`config.mk`:
```
export PLATFORM = sky130hd
export DESIGN_NAME = sorted_tsv_index_builder
export DESIGN_NICKNAME = d
export VERILOG_FILES = /design/src/hw/rtl/stib_pkg.sv /design/src/hw/rtl/stib_word_mem.sv /design/src/hw/rtl/stib_out_buf.sv /design/src/hw/rtl/sorted_tsv_index_builder.sv
export SDC_FILE = /design/constraint.sdc
export NUM_CORES = 1
export LEC_CHECK = 0
export ABC_AREA = 1
export ABC_CLOCK_PERIOD_IN_PS = 7300
export BUFFER_PORTS_ARGS = -buffer_cell sky130_fd_sc_hd__buf_2
export CORE_MARGIN = 2
export CORE_UTILIZATION = 62
export CTS_CLUSTER_DIAMETER = 40
export DETAILED_ROUTE_END_ITERATION = 8
export HOLD_SLACK_MARGIN = 0.12
export PLACE_DENSITY = 0.8
export SLEW_MARGIN = 5
export SYNTH_ARGS = -nofsm -noshare
export SYNTH_HDL_FRONTEND = slang
export SYNTH_HIERARCHICAL = 1
export SYNTH_SLANG_ARGS = --single-unit
```
`constraint.sdc`:
```
create_clock -name clk -period 7.3 [get_ports clk]
set_input_delay 0 -clock clk [delete_from_list [all_inputs] [get_ports clk]]
set_output_delay 0 -clock clk [all_outputs]
set_load 0.01 [all_outputs]
```
`src/hw/rtl/stib_pkg.sv`:
```
// ----------------------------------------------------------------------------
// stib_pkg - shared types and constants for the sorted word list indexer
// Result beat layout, result kinds, error codes and ASCII helpers.
// ----------------------------------------------------------------------------
package stib_pkg;

  localparam int OUT_TDATA_W = 88;

  localparam logic [1:0] KIND_WORD_BYTE = 2'd0;
  localparam logic [1:0] KIND_ENTRY     = 2'd1;
  localparam logic [1:0] KIND_DONE      = 2'd2;
  localparam logic [1:0] KIND_ERROR     = 2'd3;

  localparam logic [1:0] ERR_NONE        = 2'd0;
  localparam logic [1:0] ERR_MISSING_TAB = 2'd1;
  localparam logic [1:0] ERR_SORT_ORDER  = 2'd2;
  localparam logic [1:0] ERR_EMPTY       = 2'd3;

  localparam logic [7:0] CH_NUL = 8'h00;
  localparam logic [7:0] CH_TAB = 8'h09;
  localparam logic [7:0] CH_LF  = 8'h0A;
  localparam logic [7:0] CH_CR  = 8'h0D;

  typedef struct packed {
    logic [1:0]  kind;
    logic [1:0]  error_code;
    logic [31:0] entry_count;
    logic [4:0]  word_length;
    logic [31:0] line_offset;
    logic [4:0]  char_position;
    logic [7:0]  word_byte;
  } result_t;

  function automatic logic [7:0] fold_case(input logic [7:0] b);
    logic [7:0] f;
    f = b;
    if (b >= 8'h41 && b <= 8'h5A) begin
      f = b + 8'h20;
    end
    return f;
  endfunction

endpackage

```
`src/hw/rtl/stib_word_mem.sv`:
```
// ----------------------------------------------------------------------------
// stib_word_mem - stored word memory
// Single port, registered read, read-first on a write to the same entry.
// ----------------------------------------------------------------------------
module stib_word_mem #(
  parameter int DEPTH = 31,
  parameter int AW    = 5
) (
  input  logic          clk,
  input  logic          en,
  input  logic [AW-1:0] addr,
  input  logic [7:0]    wdata,
  output logic [7:0]    rdata
);

  logic [7:0] mem [0:DEPTH-1];
  logic [7:0] rdata_r;

  always_ff @(posedge clk) begin
    if (en) begin
      rdata_r    <= mem[addr];
      mem[addr]  <= wdata;
    end
  end

  assign rdata = rdata_r;

endmodule

```
`src/hw/rtl/stib_out_buf.sv`:
```
// ----------------------------------------------------------------------------
// stib_out_buf - result output register with skid stage
// Holds up to two result beats so the input side keeps moving under stalls.
// ----------------------------------------------------------------------------
module stib_out_buf (
  input  logic              clk,
  input  logic              rst_n,
  input  logic              push,
  input  stib_pkg::result_t push_data,
  output logic              ready,
  output logic              out_valid,
  input  logic              out_ready,
  output stib_pkg::result_t out_data
);

  stib_pkg::result_t out_r;
  stib_pkg::result_t skid_r;
  logic              out_valid_r;
  logic              skid_valid_r;
  logic              pop;

  assign pop = out_valid_r && out_ready;

  always_ff @(posedge clk) begin
    if (!rst_n) begin
      out_valid_r  <= 1'b0;
      skid_valid_r <= 1'b0;
    end else if (skid_valid_r) begin
      if (pop) begin
        out_r        <= skid_r;
        skid_valid_r <= 1'b0;
      end
    end else if (push) begin
      if (!out_valid_r || pop) begin
        out_r       <= push_data;
        out_valid_r <= 1'b1;
      end else begin
        skid_r       <= push_data;
        skid_valid_r <= 1'b1;
      end
    end else if (pop) begin
      out_valid_r <= 1'b0;
    end
  end

  assign ready     = !skid_valid_r;
  assign out_valid = out_valid_r;
  assign out_data  = out_r;

endmodule

```
`src/hw/rtl/sorted_tsv_index_builder.sv`:
```
// ----------------------------------------------------------------------------
// sorted_tsv_index_builder - one-pass index builder for a sorted word list
// Parses tab-separated lines byte by byte, streams each word, checks the
// case-insensitive sort order against the stored previous word and reports
// one entry per line, then a final status at end of file if no error came first.
//
//   port group | dir | tdata                 | tuser / tlast
//   in_        | in  | data_byte             | tlast: end_of_file
//   out_       | out | word_byte, char_pos,  | tuser: result_kind
//              |     | line_offset, word_len,|
//              |     | entry_count, err_code |
//
// One input beat per cycle while the output buffer has room. Each word byte reads its stored
// counterpart from the registered word memory read port; the compare result
// is forwarded into the next beat's order decision.
// Synchronous reset clears all control state; the word memory is not cleared.
// Output stalls are absorbed by a two-beat output buffer; in_tready drops
// only while both of its beats are held.
// ----------------------------------------------------------------------------
module sorted_tsv_index_builder #(
  parameter int WORD_MAX   = 32,
  parameter int LINE_LIMIT = 512
) (
  input  logic                             clk,
  input  logic                             rst_n,
  input  logic                             in_tvalid,
  output logic                             in_tready,
  input  logic [7:0]                       in_tdata,   // [7:0] data_byte
  input  logic                             in_tlast,
  output logic                             out_tvalid,
  input  logic                             out_tready,
  output logic [stib_pkg::OUT_TDATA_W-1:0] out_tdata,  // word_byte, char_position,
                                                       // line_offset, word_length,
                                                       // entry_count, error_code
  output logic [1:0]                       out_tuser   // [1:0] result_kind
);

  localparam int DEPTH = WORD_MAX - 1;
  localparam int AW    = (DEPTH > 1) ? $clog2(DEPTH) : 1;
  localparam int LW    = $clog2(WORD_MAX);
  localparam int CW    = $clog2(LINE_LIMIT);

  localparam logic [1:0] PH_START = 2'd0;
  localparam logic [1:0] PH_WORD  = 2'd1;
  localparam logic [1:0] PH_REST  = 2'd2;
  localparam logic [1:0] PH_ERROR = 2'd3;

  localparam logic [1:0] ORD_EQUAL   = 2'd0;
  localparam logic [1:0] ORD_GREATER = 2'd1;
  localparam logic [1:0] ORD_LESS    = 2'd2;

  logic [1:0]    phase_r,    phase_nxt;
  logic          cr_r,       cr_nxt;
  logic [1:0]    order_r,    order_nxt;
  logic          pend_r,     pend_nxt;
  logic [7:0]    pend_c_r,   pend_c_nxt;
  logic [31:0]   pos_r,      pos_nxt;
  logic [31:0]   lstart_r,   lstart_nxt;
  logic [31:0]   entries_r,  entries_nxt;
  logic [LW-1:0] prev_len_r, prev_len_nxt;
  logic [LW-1:0] cur_len_r,  cur_len_nxt;
  logic [CW-1:0] lchars_r,   lchars_nxt;

  logic              in_beat;
  logic              mem_en;
  logic [AW-1:0]     mem_addr;
  logic [7:0]        mem_rd;
  logic [7:0]        stored_c;
  logic [1:0]        order_eff;
  logic              res_vld;
  stib_pkg::result_t res;
  stib_pkg::result_t out_res;
  logic              buf_ready;

  assign in_tready = buf_ready;
  assign in_beat   = in_tvalid && buf_ready;
  assign stored_c  = stib_pkg::fold_case(mem_rd);

  always_comb begin
    order_eff = order_r;
    if (pend_r && order_r == ORD_EQUAL) begin
      if (pend_c_r < stored_c) begin
        order_eff = ORD_LESS;
      end else if (pend_c_r > stored_c) begin
        order_eff = ORD_GREATER;
      end
    end
  end

  always_comb begin
    logic [7:0]    b;
    logic [LW-1:0] clen;
    logic [CW-1:0] lchars;
    logic [1:0]    ord;
    b            = in_tdata;
    clen         = cur_len_r;
    lchars       = lchars_r;
    ord          = order_eff;
    phase_nxt    = phase_r;
    cr_nxt       = cr_r;
    order_nxt    = order_eff;
    pend_nxt     = 1'b0;
    pend_c_nxt   = pend_c_r;
    pos_nxt      = pos_r;
    lstart_nxt   = lstart_r;
    entries_nxt  = entries_r;
    prev_len_nxt = prev_len_r;
    cur_len_nxt  = cur_len_r;
    lchars_nxt   = lchars_r;
    mem_en       = 1'b0;
    mem_addr     = AW'(cur_len_r);
    res_vld      = 1'b0;
    res          = '0;
    if (in_beat) begin
      if (in_tlast) begin
        phase_nxt    = PH_START;
        cr_nxt       = 1'b0;
        order_nxt    = ORD_EQUAL;
        pos_nxt      = '0;
        lstart_nxt   = '0;
        entries_nxt  = '0;
        prev_len_nxt = '0;
        cur_len_nxt  = '0;
        lchars_nxt   = '0;
        if (phase_r == PH_WORD) begin
          res_vld        = 1'b1;
          res.kind       = stib_pkg::KIND_ERROR;
          res.error_code = stib_pkg::ERR_MISSING_TAB;
        end else if (phase_r != PH_ERROR) begin
          res_vld = 1'b1;
          if (entries_r == '0) begin
            res.kind       = stib_pkg::KIND_ERROR;
            res.error_code = stib_pkg::ERR_EMPTY;
          end else begin
            res.kind        = stib_pkg::KIND_DONE;
            res.entry_count = entries_r;
          end
        end
      end else begin
        pos_nxt = pos_r + 32'd1;
        if (phase_r == PH_ERROR) begin
          // drop bytes until end of file
        end else if (b == stib_pkg::CH_LF || b == stib_pkg::CH_CR) begin
          if (b == stib_pkg::CH_LF && cr_r) begin
            cr_nxt = 1'b0;
          end else begin
            cr_nxt = (b == stib_pkg::CH_CR);
            if (phase_r == PH_WORD) begin
              phase_nxt      = PH_ERROR;
              res_vld        = 1'b1;
              res.kind       = stib_pkg::KIND_ERROR;
              res.error_code = stib_pkg::ERR_MISSING_TAB;
            end else begin
              phase_nxt = PH_START;
            end
          end
        end else begin
          cr_nxt = 1'b0;
          if (phase_r != PH_REST) begin
            if (phase_r == PH_START) begin
              phase_nxt  = PH_WORD;
              lstart_nxt = pos_r;
              lchars     = '0;
              clen       = '0;
              ord        = ORD_EQUAL;
            end
            order_nxt = ord;
            if (lchars >= CW'(LINE_LIMIT - 1) || b == stib_pkg::CH_NUL) begin
              phase_nxt      = PH_ERROR;
              res_vld        = 1'b1;
              res.kind       = stib_pkg::KIND_ERROR;
              res.error_code = stib_pkg::ERR_MISSING_TAB;
            end else begin
              lchars_nxt = lchars + CW'(1);
              if (b == stib_pkg::CH_TAB) begin
                if (ord == ORD_EQUAL && clen < prev_len_r) begin
                  ord = ORD_LESS;
                end
                order_nxt = ord;
                res_vld   = 1'b1;
                if (ord == ORD_LESS) begin
                  phase_nxt      = PH_ERROR;
                  res.kind       = stib_pkg::KIND_ERROR;
                  res.error_code = stib_pkg::ERR_SORT_ORDER;
                end else begin
                  if (entries_r != 32'hFFFF_FFFF) begin
                    entries_nxt = entries_r + 32'd1;
                  end
                  prev_len_nxt    = clen;
                  cur_len_nxt     = clen;
                  phase_nxt       = PH_REST;
                  res.kind        = stib_pkg::KIND_ENTRY;
                  res.line_offset = (phase_r == PH_START) ? pos_r : lstart_r;
                  res.word_length = 5'(clen);
                  res.entry_count = entries_nxt;
                end
              end else if (clen >= LW'(WORD_MAX - 1)) begin
                cur_len_nxt = clen;
              end else begin
                if (ord == ORD_EQUAL) begin
                  if (clen >= prev_len_r) begin
                    order_nxt = ORD_GREATER;
                  end else begin
                    pend_nxt   = 1'b1;
                    pend_c_nxt = stib_pkg::fold_case(b);
                  end
                end
                mem_en            = 1'b1;
                mem_addr          = AW'(clen);
                cur_len_nxt       = clen + LW'(1);
                res_vld           = 1'b1;
                res.kind          = stib_pkg::KIND_WORD_BYTE;
                res.word_byte     = b;
                res.char_position = 5'(clen);
              end
            end
          end
        end
      end
    end
  end

  always_ff @(posedge clk) begin
    if (!rst_n) begin
      phase_r    <= PH_START;
      cr_r       <= 1'b0;
      order_r    <= ORD_EQUAL;
      pend_r     <= 1'b0;
      pos_r      <= '0;
      lstart_r   <= '0;
      entries_r  <= '0;
      prev_len_r <= '0;
      cur_len_r  <= '0;
      lchars_r   <= '0;
    end else begin
      phase_r    <= phase_nxt;
      cr_r       <= cr_nxt;
      order_r    <= order_nxt;
      pend_r     <= pend_nxt;
      pos_r      <= pos_nxt;
      lstart_r   <= lstart_nxt;
      entries_r  <= entries_nxt;
      prev_len_r <= prev_len_nxt;
      cur_len_r  <= cur_len_nxt;
      lchars_r   <= lchars_nxt;
    end
  end

  always_ff @(posedge clk) begin
    pend_c_r <= pend_c_nxt;
  end

  stib_word_mem #(
    .DEPTH (DEPTH),
    .AW    (AW)
  ) u_word_mem (
    .clk   (clk),
    .en    (mem_en),
    .addr  (mem_addr),
    .wdata (in_tdata),
    .rdata (mem_rd)
  );

  stib_out_buf u_out_buf (
    .clk       (clk),
    .rst_n     (rst_n),
    .push      (res_vld),
    .push_data (res),
    .ready     (buf_ready),
    .out_valid (out_tvalid),
    .out_ready (out_tready),
    .out_data  (out_res)
  );

  assign out_tdata = {4'b0000, out_res.error_code, out_res.entry_count,
                      out_res.word_length, out_res.line_offset,
                      out_res.char_position, out_res.word_byte};
  assign out_tuser = out_res.kind;

  a_pend_only_when_equal: assert property (
    @(posedge clk) disable iff (!rst_n)
    pend_r |-> (order_r == ORD_EQUAL)
  ) else $error("pending compare while order already decided");

  a_stall_only_when_full: assert property (
    @(posedge clk) disable iff (!rst_n)
    !in_tready |-> out_tvalid
  ) else $error("input stalled with empty output");

  a_eof_rearms: assert property (
    @(posedge clk) disable iff (!rst_n)
    (in_beat && in_tlast) |=> (phase_r == PH_START && entries_r == '0 && pos_r == '0)
  ) else $error("end of file did not rearm the parser");

  a_word_len_bound: assert property (
    @(posedge clk) disable iff (!rst_n)
    mem_en |-> (cur_len_r < LW'(WORD_MAX - 1) || phase_r == PH_START)
  ) else $error("word memory write beyond stored word length");

endmodule
```
# Word level (Yosys, flattened, before mapping)
# Memories as Yosys holds them, arrays and structs flattened. A register that Yosys moved wholly into a read port is not among the register bits.
# Cells that the tools add are included.
# op_classes
add_sub_neg	6
magnitude_cmp	10
n_eq_ne	17
muxes	153
bitwise	13
n_reduce_logical	35
# op_table
operator	count
$mux W86	7
$mux W32	16
$mux W82	2
$mux W5	28
$mux W9	11
$mux W2	40
$mux W36	2
$mux W71	1
$mux W69	1
$add A32 B1 Y32 const B	2
$mux W50	1
$mux W1	35
$logic_not A32 Y1	1
$ne A32 B32 Y1 const B	1
$mux W13	2
$eq A8 B4 Y1 const B	3
$mux W4	5
$add A8 B6 Y8 const B	2
$ge A8 B7 Y1 const B	2
$le A8 B7 Y1 const B	2
$mux W8	2
$ne A2 B2 Y1 const B	7
$not A1 Y1	13
$reduce_and A4 Y1	3
other kinds (27)	45
# totals
regBits	303
mem_bits_rw	248
out_inout_bits	92
wordCells	262
mem_count	1
# memory_table
memory	words	width	rd	rd_ports_with_merged_regs	write_ports	line_no	text
u_word_mem.mem	31	8	1	1	1	stib_word_mem.sv:16	logic [7:0] mem [0:DEPTH-1];

# Longest topological paths before layout
# depth
depth_word	35
mapped_depth	27
depth_no_buf	21

# Modules after synthesis
# The synthesis kept the hierarchy.
# by_module_without_submodules
mod	n_inst	cells_per_inst	area_per_inst_um2
stib_word_mem	1	1013	10721.5
sorted_tsv_index_builder	1	1604	9375.2
stib_out_buf	1	470	6367.4

# Least setup slack after synthesis
# No wires, ideal clock.
# synth_timing
kind	register to register
start	register phase_r[1]
end	register u_out_buf.out_r (netlist bit u_out_buf/out_data[0]), enable pin
setup_ns	0.533
t_arrival_ns	6.027
path_slack_ns	0.740
path_stages_with_launch	22
synth_period_minus_slack_ns	6.560
path_cell_list	dfxtp_1 -> buf_4 -> nor2_4 -> clkbuf_1 -> buf_1 -> nor2_1 -> ha_1 -> nand2_1 -> inv_1 -> nand3_1 -> nor3_1 -> ha_1 -> nor2_1 -> nand2_2 -> nor2_2 -> nand2_1 -> o21ai_0 -> a21oi_1 -> inv_1 -> nand2_1 -> nand2_1 -> nor2_1
# synth_between
elab_chain_cells	18
# synth_rtl
item	line_no	text
from (decl)	sorted_tsv_index_builder.sv:52	logic [1:0] phase_r, phase_nxt;
from (signal assigned)	sorted_tsv_index_builder.sv:236	phase_r <= phase_nxt;
$logic_not A2 Y1	sorted_tsv_index_builder.sv:160	if (phase_r == PH_START) begin
$mux W5	sorted_tsv_index_builder.sv:160	
$mux W5	sorted_tsv_index_builder.sv:159	if (phase_r != PH_REST) begin
$mux W5	sorted_tsv_index_builder.sv:143	end else if (b == stib_pkg::CH_LF || b == stib_pkg::CH_CR) begin
$mux W5	sorted_tsv_index_builder.sv:141	if (phase_r == PH_ERROR) begin
$mux W5	sorted_tsv_index_builder.sv:115	if (in_tlast) begin
$mux W5	sorted_tsv_index_builder.sv:114	if (in_beat) begin
$ge A5 B5 Y1	sorted_tsv_index_builder.sv:197	end else if (clen >= LW'(WORD_MAX - 1)) begin
[3 not listed]	n/a	
$mux W1	sorted_tsv_index_builder.sv:159	
$mux W1	sorted_tsv_index_builder.sv:143	
$mux W1	sorted_tsv_index_builder.sv:141	
$mux W1 *	sorted_tsv_index_builder.sv:115	
$mux W1 *	sorted_tsv_index_builder.sv:114	
net res_vld	sorted_tsv_index_builder.sv:70	logic res_vld;
$reduce_bool A2 Y1 (no line) *	n/a	
$reduce_and A4 Y1 (no line) *	n/a	
to (signal assigned)	stib_out_buf.sv:30	out_r <= skid_r;
to (signal assigned)	stib_out_buf.sv:35	out_r <= push_data;
to (decl)	stib_out_buf.sv:16	stib_pkg::result_t out_r;
# The timed path passes the listed nets; every way through them passes the cells marked *. The select of a mux whose other input is x is not followed.
# A chain may end at the register's enable or synchronous reset.

# Final worst setup path
# layout_timing
start	register phase_r[0]
end	memory u_word_mem.mem[0][6], enable pin
# layout_rtl
item	line_no	text
$logic_not A2 Y1	sorted_tsv_index_builder.sv:160	
$mux W5	sorted_tsv_index_builder.sv:160	
$mux W5	sorted_tsv_index_builder.sv:159	
$mux W5	sorted_tsv_index_builder.sv:143	
$mux W5	sorted_tsv_index_builder.sv:141	
$mux W5	sorted_tsv_index_builder.sv:115	
$mux W5	sorted_tsv_index_builder.sv:114	
$ge A5 B5 Y1	sorted_tsv_index_builder.sv:197	
$mux W5	sorted_tsv_index_builder.sv:197	
$mux W5	sorted_tsv_index_builder.sv:175	if (b == stib_pkg::CH_TAB) begin
$mux W5	sorted_tsv_index_builder.sv:168	if (lchars >= CW'(LINE_LIMIT - 1) || b == stib_pkg::CH_NUL) begin
$mux W5	sorted_tsv_index_builder.sv:159	
$mux W5	sorted_tsv_index_builder.sv:143	
$mux W5 *	sorted_tsv_index_builder.sv:141	
$mux W5 *	sorted_tsv_index_builder.sv:115	
$mux W5 *	sorted_tsv_index_builder.sv:114	
net mem_addr[1]	sorted_tsv_index_builder.sv:66	logic [AW-1:0] mem_addr;
to (decl)	stib_word_mem.sv:16	
# Marked as above.

==> key figures <==
Place
  – GP Congestion: 0.949
  – HPWL after DPL: 39,800 um
  – Port Buf Inserts: 100

Drt
  – Remaining routing DRC violations: 0
  – Routed wire length: 64,900 um
  – Post-DR wirelength/cell: 17.3 um
  – DRT antenna net count: 0
  – TritonRoute pass-1 iters: 5
  – Via/cell ratio: 5.62
  – Initial DRC count: 2,304
  – Routed vias: 21,100

Yosys
  – Leading area contributor after synthesis: edfxtp_1
  – Simple-Gate Fraction of Synth Area: 29.9%
  – Yosys warns: 6
  – Mapped Avg Cell Area: 8.57 sq um
  – Synth Flop Type: edfxtp_1
  – Yosys top cell area share: 49.5%
  – Largest family of logic cells by synthesized area: simple AND/OR/NAND/NOR gates
  – Post-synthesis cell type count: 47
  – Register area share after synthesis: 58.8%
  – Xor-xnor portion of the synthesized cell area: 1.03%
  – Post-Syn Instances: 3,087
  – Mux contribution to synthesized area: 0%
  – Post-synthesis adder-cell area fraction: 1.09%
  – Post-synth EDFFs: 436
  – Synth Register Bits: 559
  – Post-Syn Area: 26,500 sq um
  – Top post-synthesis cells by area: edfxtp_1 (49%), nand2_1 (19%), dfxtp_1 (9.3%)
  – Compound-cell area share of the yosys netlist: 3.32%
  – Asr flop ratio synth: 0%

Global routing
  – First-pass GRT wire length: 104,000 um
  – Gr ovfl total: 0
  – GRT Overall Usage: 29.6%
  – Pin count of the biggest net entering global routing: 113
  – Antenna violations before repair: 0
  – Vias in the first global route: 20,300

Power
  – Clock Power Share: 47.3%
  – Power per Cell Area: 266 nW/um^2
  – Cell Int Power: 5.90 mW
  – Sw Ratio: 25.5%
  – Lkg Pwr: 12.2 nW
  – Peak supply drop: 0.000291 V
  – Sequential Power Share: 44.8%
  – Combinational Power Share: 7.9%
  – Switching pwr: 2.02 mW

Worst setup path
  – CP dominant cell by count: nor2_1
  – Family with the most delay on the worst path: simple AND/OR/NAND/NOR gates
  – Worst Path Required: 7.54 ns
  – Delay of the slowest critical-path stage: 0.82 ns
  – Critical Path AT: 5.55 ns
  – Crit path launch type: register
  – Launch point of the worst path: phase_r[0]$_SDFFE_PN0P_
  – Worst R2R Start: phase_r[0]$_SDFFE_PN0P_
  – CP Buf/Inv Count: 1
  – CP cell instances: nor2_4 -> nor2_1 -> ha_1 -> nand2_1 -> inv_1 -> nand3_1 -> nor3_1 -> ha_1 -> nor2_1 -> nand2_2 -> nor4_2 -> nor2_4 -> nor2_2 -> nand2_1 -> nor2_1
  – Slowest stage cell, crit path: nor2_1
  – Critical path peak fanout: 38
  – Critical Path End Type: register
  – Setup Crit Path Kind: reg -> reg

Clock network
  – Clk_lat worst skew: 0.62 ns
  – Clk root buf: clkbuf_16
  – Clk sinks: 559
  – CTS tree: yes
  – Total CTS buffers: 78
  – Post-CTS Resized: 0
  – CTS Buffer Depth: 3
  – Post-CTS Setup Bufs: 0
  – CTS H-tree depth: 3
  – Hold Buf Count CTS: 12
  – Clk pin slew, worst setup/hold paths: 0.05 ns

Floorplanning
  – I/O Pins: 105
  – Std cell rows: 75
  – CORE AREA: 42,000 sq um
  – Initial Util: 62.9%
  – Die height: 211 um
  – Die area: 44,400 sq um
  – Die Wd: 211 um

STA
  – Clock skew: 0.0283 ns
  – FMAX: 188 MHz
  – Period minus WS final: 5.32 ns
  – Slew headroom: 13.1%
  – Max-slew violation total from the final report: 0
  – Crit share post-route: 72.8%
  – Slew @ Worst Pin: 1.30 ns
  – RSZ-0062 raised after global routing: no
  – Sum Neg Setup Slack: 0 ns
  – Final hold violations: 0
  – Final Setup Violations: 0

Hold path
  – Hold Path Class: in -> reg
  – Worst hold start: rst_n

Layout
  – Nets: 3,194
  – Synth-to-layout area growth: 12.5%
  – Share of layout cells above drive strength 1: 9.84%
  – Antenna diodes: 0
  – Fin util: 70.8%

Run status
  – Status: finished clean

Run
  – Max Cap Viol: 0
-- cells in the final DEF, fill, tap and decap left out, types with 26 or more instances in the layout --
cell	netlist	final
nand4_1	29	29
nor3_1	69	69
nor2_1	385	380
inv_2	26	26
buf_2	53	100
o21ai_0	46	46
nand3_1	90	90
dfxtp_1	123	122
nand2_1	1338	1337
inv_1	176	176
a21oi_1	86	86
xor2_1	31	31
edfxtp_1	436	436
clkbuf_16	0	80
-- metrics by stage --
| stage | hold WS (ns) | power, mW | setup WS [ns] | instance area, sq um | std cells |
|---|---|---|---|---|---|
| global placement | 0.287 | 4.20 | 2.32 | 27000 | 3605 |
| finish | 0.162 | 7.92 | 1.98 | 29800 | 3761 |
| floorplan | 0.0989 | 4.05 | 0.740 | 26500 | 3090 |
| global route | 0.172 | 8.18 | 1.60 | 29800 | 3761 |
| CTS | 0.122 | 7.95 | 2.05 | 29800 | 3761 |
| detailed placement | 0.318 | 4.22 | 2.09 | 27000 | 3605 |
-- kinds of logic (layout without fill, tap and decap cells) --
kind of cell / Yosys count / in the layout
AND/OR/NAND/NOR: 1968 / 1968
flip-flops: 559 / 559
buffers and inverters: 344 / 476
AO/OA/AOI/OAI: 161 / 161
XOR/XNOR: 31 / 31
adder cells (fa/ha/maj): 23 / 23
other: 1 / 4
-- cell usage after synthesis, types with 2 or more instances --
| library cell | instances |
|---|---|
| buf_4 | 22 |
| nand2_4 | 2 |
| nor3_1 | 69 |
| nand3_1 | 90 |
| inv_2 | 26 |
| clkbuf_1 | 44 |
| nor3_2 | 12 |
| a221oi_1 | 4 |
| nand2_1 | 1338 |
| nand2_2 | 5 |
| nor2_1 | 385 |
| nand3_2 | 3 |
| xor2_1 | 31 |
| nor2_4 | 4 |
| edfxtp_1 | 436 |
| buf_1 | 8 |
| o21ai_0 | 46 |
| nor3b_1 | 5 |
| o21ai_1 | 6 |
| nand3b_1 | 2 |
| a21oi_1 | 86 |
| a211oi_1 | 3 |
| inv_1 | 176 |
| a21o_1 | 3 |
| nor2_2 | 5 |
| o211ai_1 | 6 |
| nand4_1 | 29 |
| buf_2 | 53 |
| buf_6 | 14 |
| nor4_1 | 13 |
| dfxtp_1 | 123 |
| ha_1 | 23 |
-- final cells by class --
cell class | instances | area, sq um
fill | 3133 | 12300
timing repair buffer | 129 | 748
sequential | 559 | 15600
multi-input combinational | 2187 | 9410
clock buffer | 88 | 2040
tap | 539 | 674
clock inverter | 56 | 571
inverter | 203 | 764
-- path summary, 6_finish.rpt --
| path | end | slack [ns] | cells after the start |
|---|---|---|---|
| max reg2reg | u_word_mem/mem[0][6]$_DFFE_PP_ | 1.98 | 15 |
| min | u_out_buf/out_valid$_SDFFE_PN0P_ | 0.16 | 3 |
| min reg2reg | lstart_r[20]$_SDFFE_PN0P_ | 0.46 | 2 |
| max | u_word_mem/mem[0][6]$_DFFE_PP_ | 1.98 | 15 |
-- flip-flops by register name, indices dropped and copies added (netlist names) --
register                flops
order_r                     2
u_word_mem/mem            248
u_out_buf/skid_r           86
lchars_r                    9
lstart_r                   32
entries_r                  32
pend_r                      1
prev_len_r                  5
phase_r                     2
cur_len_r                   5
u_word_mem/rdata            8
u_out_buf/out_valid         1
pend_c_r                    8
u_out_buf/out_data         86
u_out_buf/skid_valid_r      1
cr_r                        1
pos_r                      32
-- metal layers --
layer	GRT usage (%)	wire [um]	share of wire [%]	vias to the layer above
li1	-	-	-	10100
met1	40.1	27000	42	9867
met2	48.3	30400	47	1021
met3	4.74	5720	8.8	139
met4	11.7	1850	2.8	0
met5	0	0	0	-
-- worst register-to-register path, cell delays in order (launching register included) --
cell and delay, ns:
dfxtp_1 0.39, nor2_4 0.54, nor2_1 0.15, ha_1 0.23, nand2_1 0.10, inv_1 0.06, nand3_1 0.13, nor3_1 0.07
ha_1 0.19, nor2_1 0.17, nand2_2 0.15, nor4_2 0.64, nor2_4 0.35, nor2_2 0.46, nand2_1 0.49, nor2_1 0.82
-- power groups by stage --
stage	Combinational (mW)	Clock [mW]	Sequential, mW
floorplan	0.426	0	3.62
global placement	0.588	0	3.61
detailed placement	0.606	0	3.62
CTS	0.618	3.78	3.55
global route	0.695	3.92	3.56
finish	0.625	3.75	3.55
No activity file was read; power rests on OpenSTA's default activity.
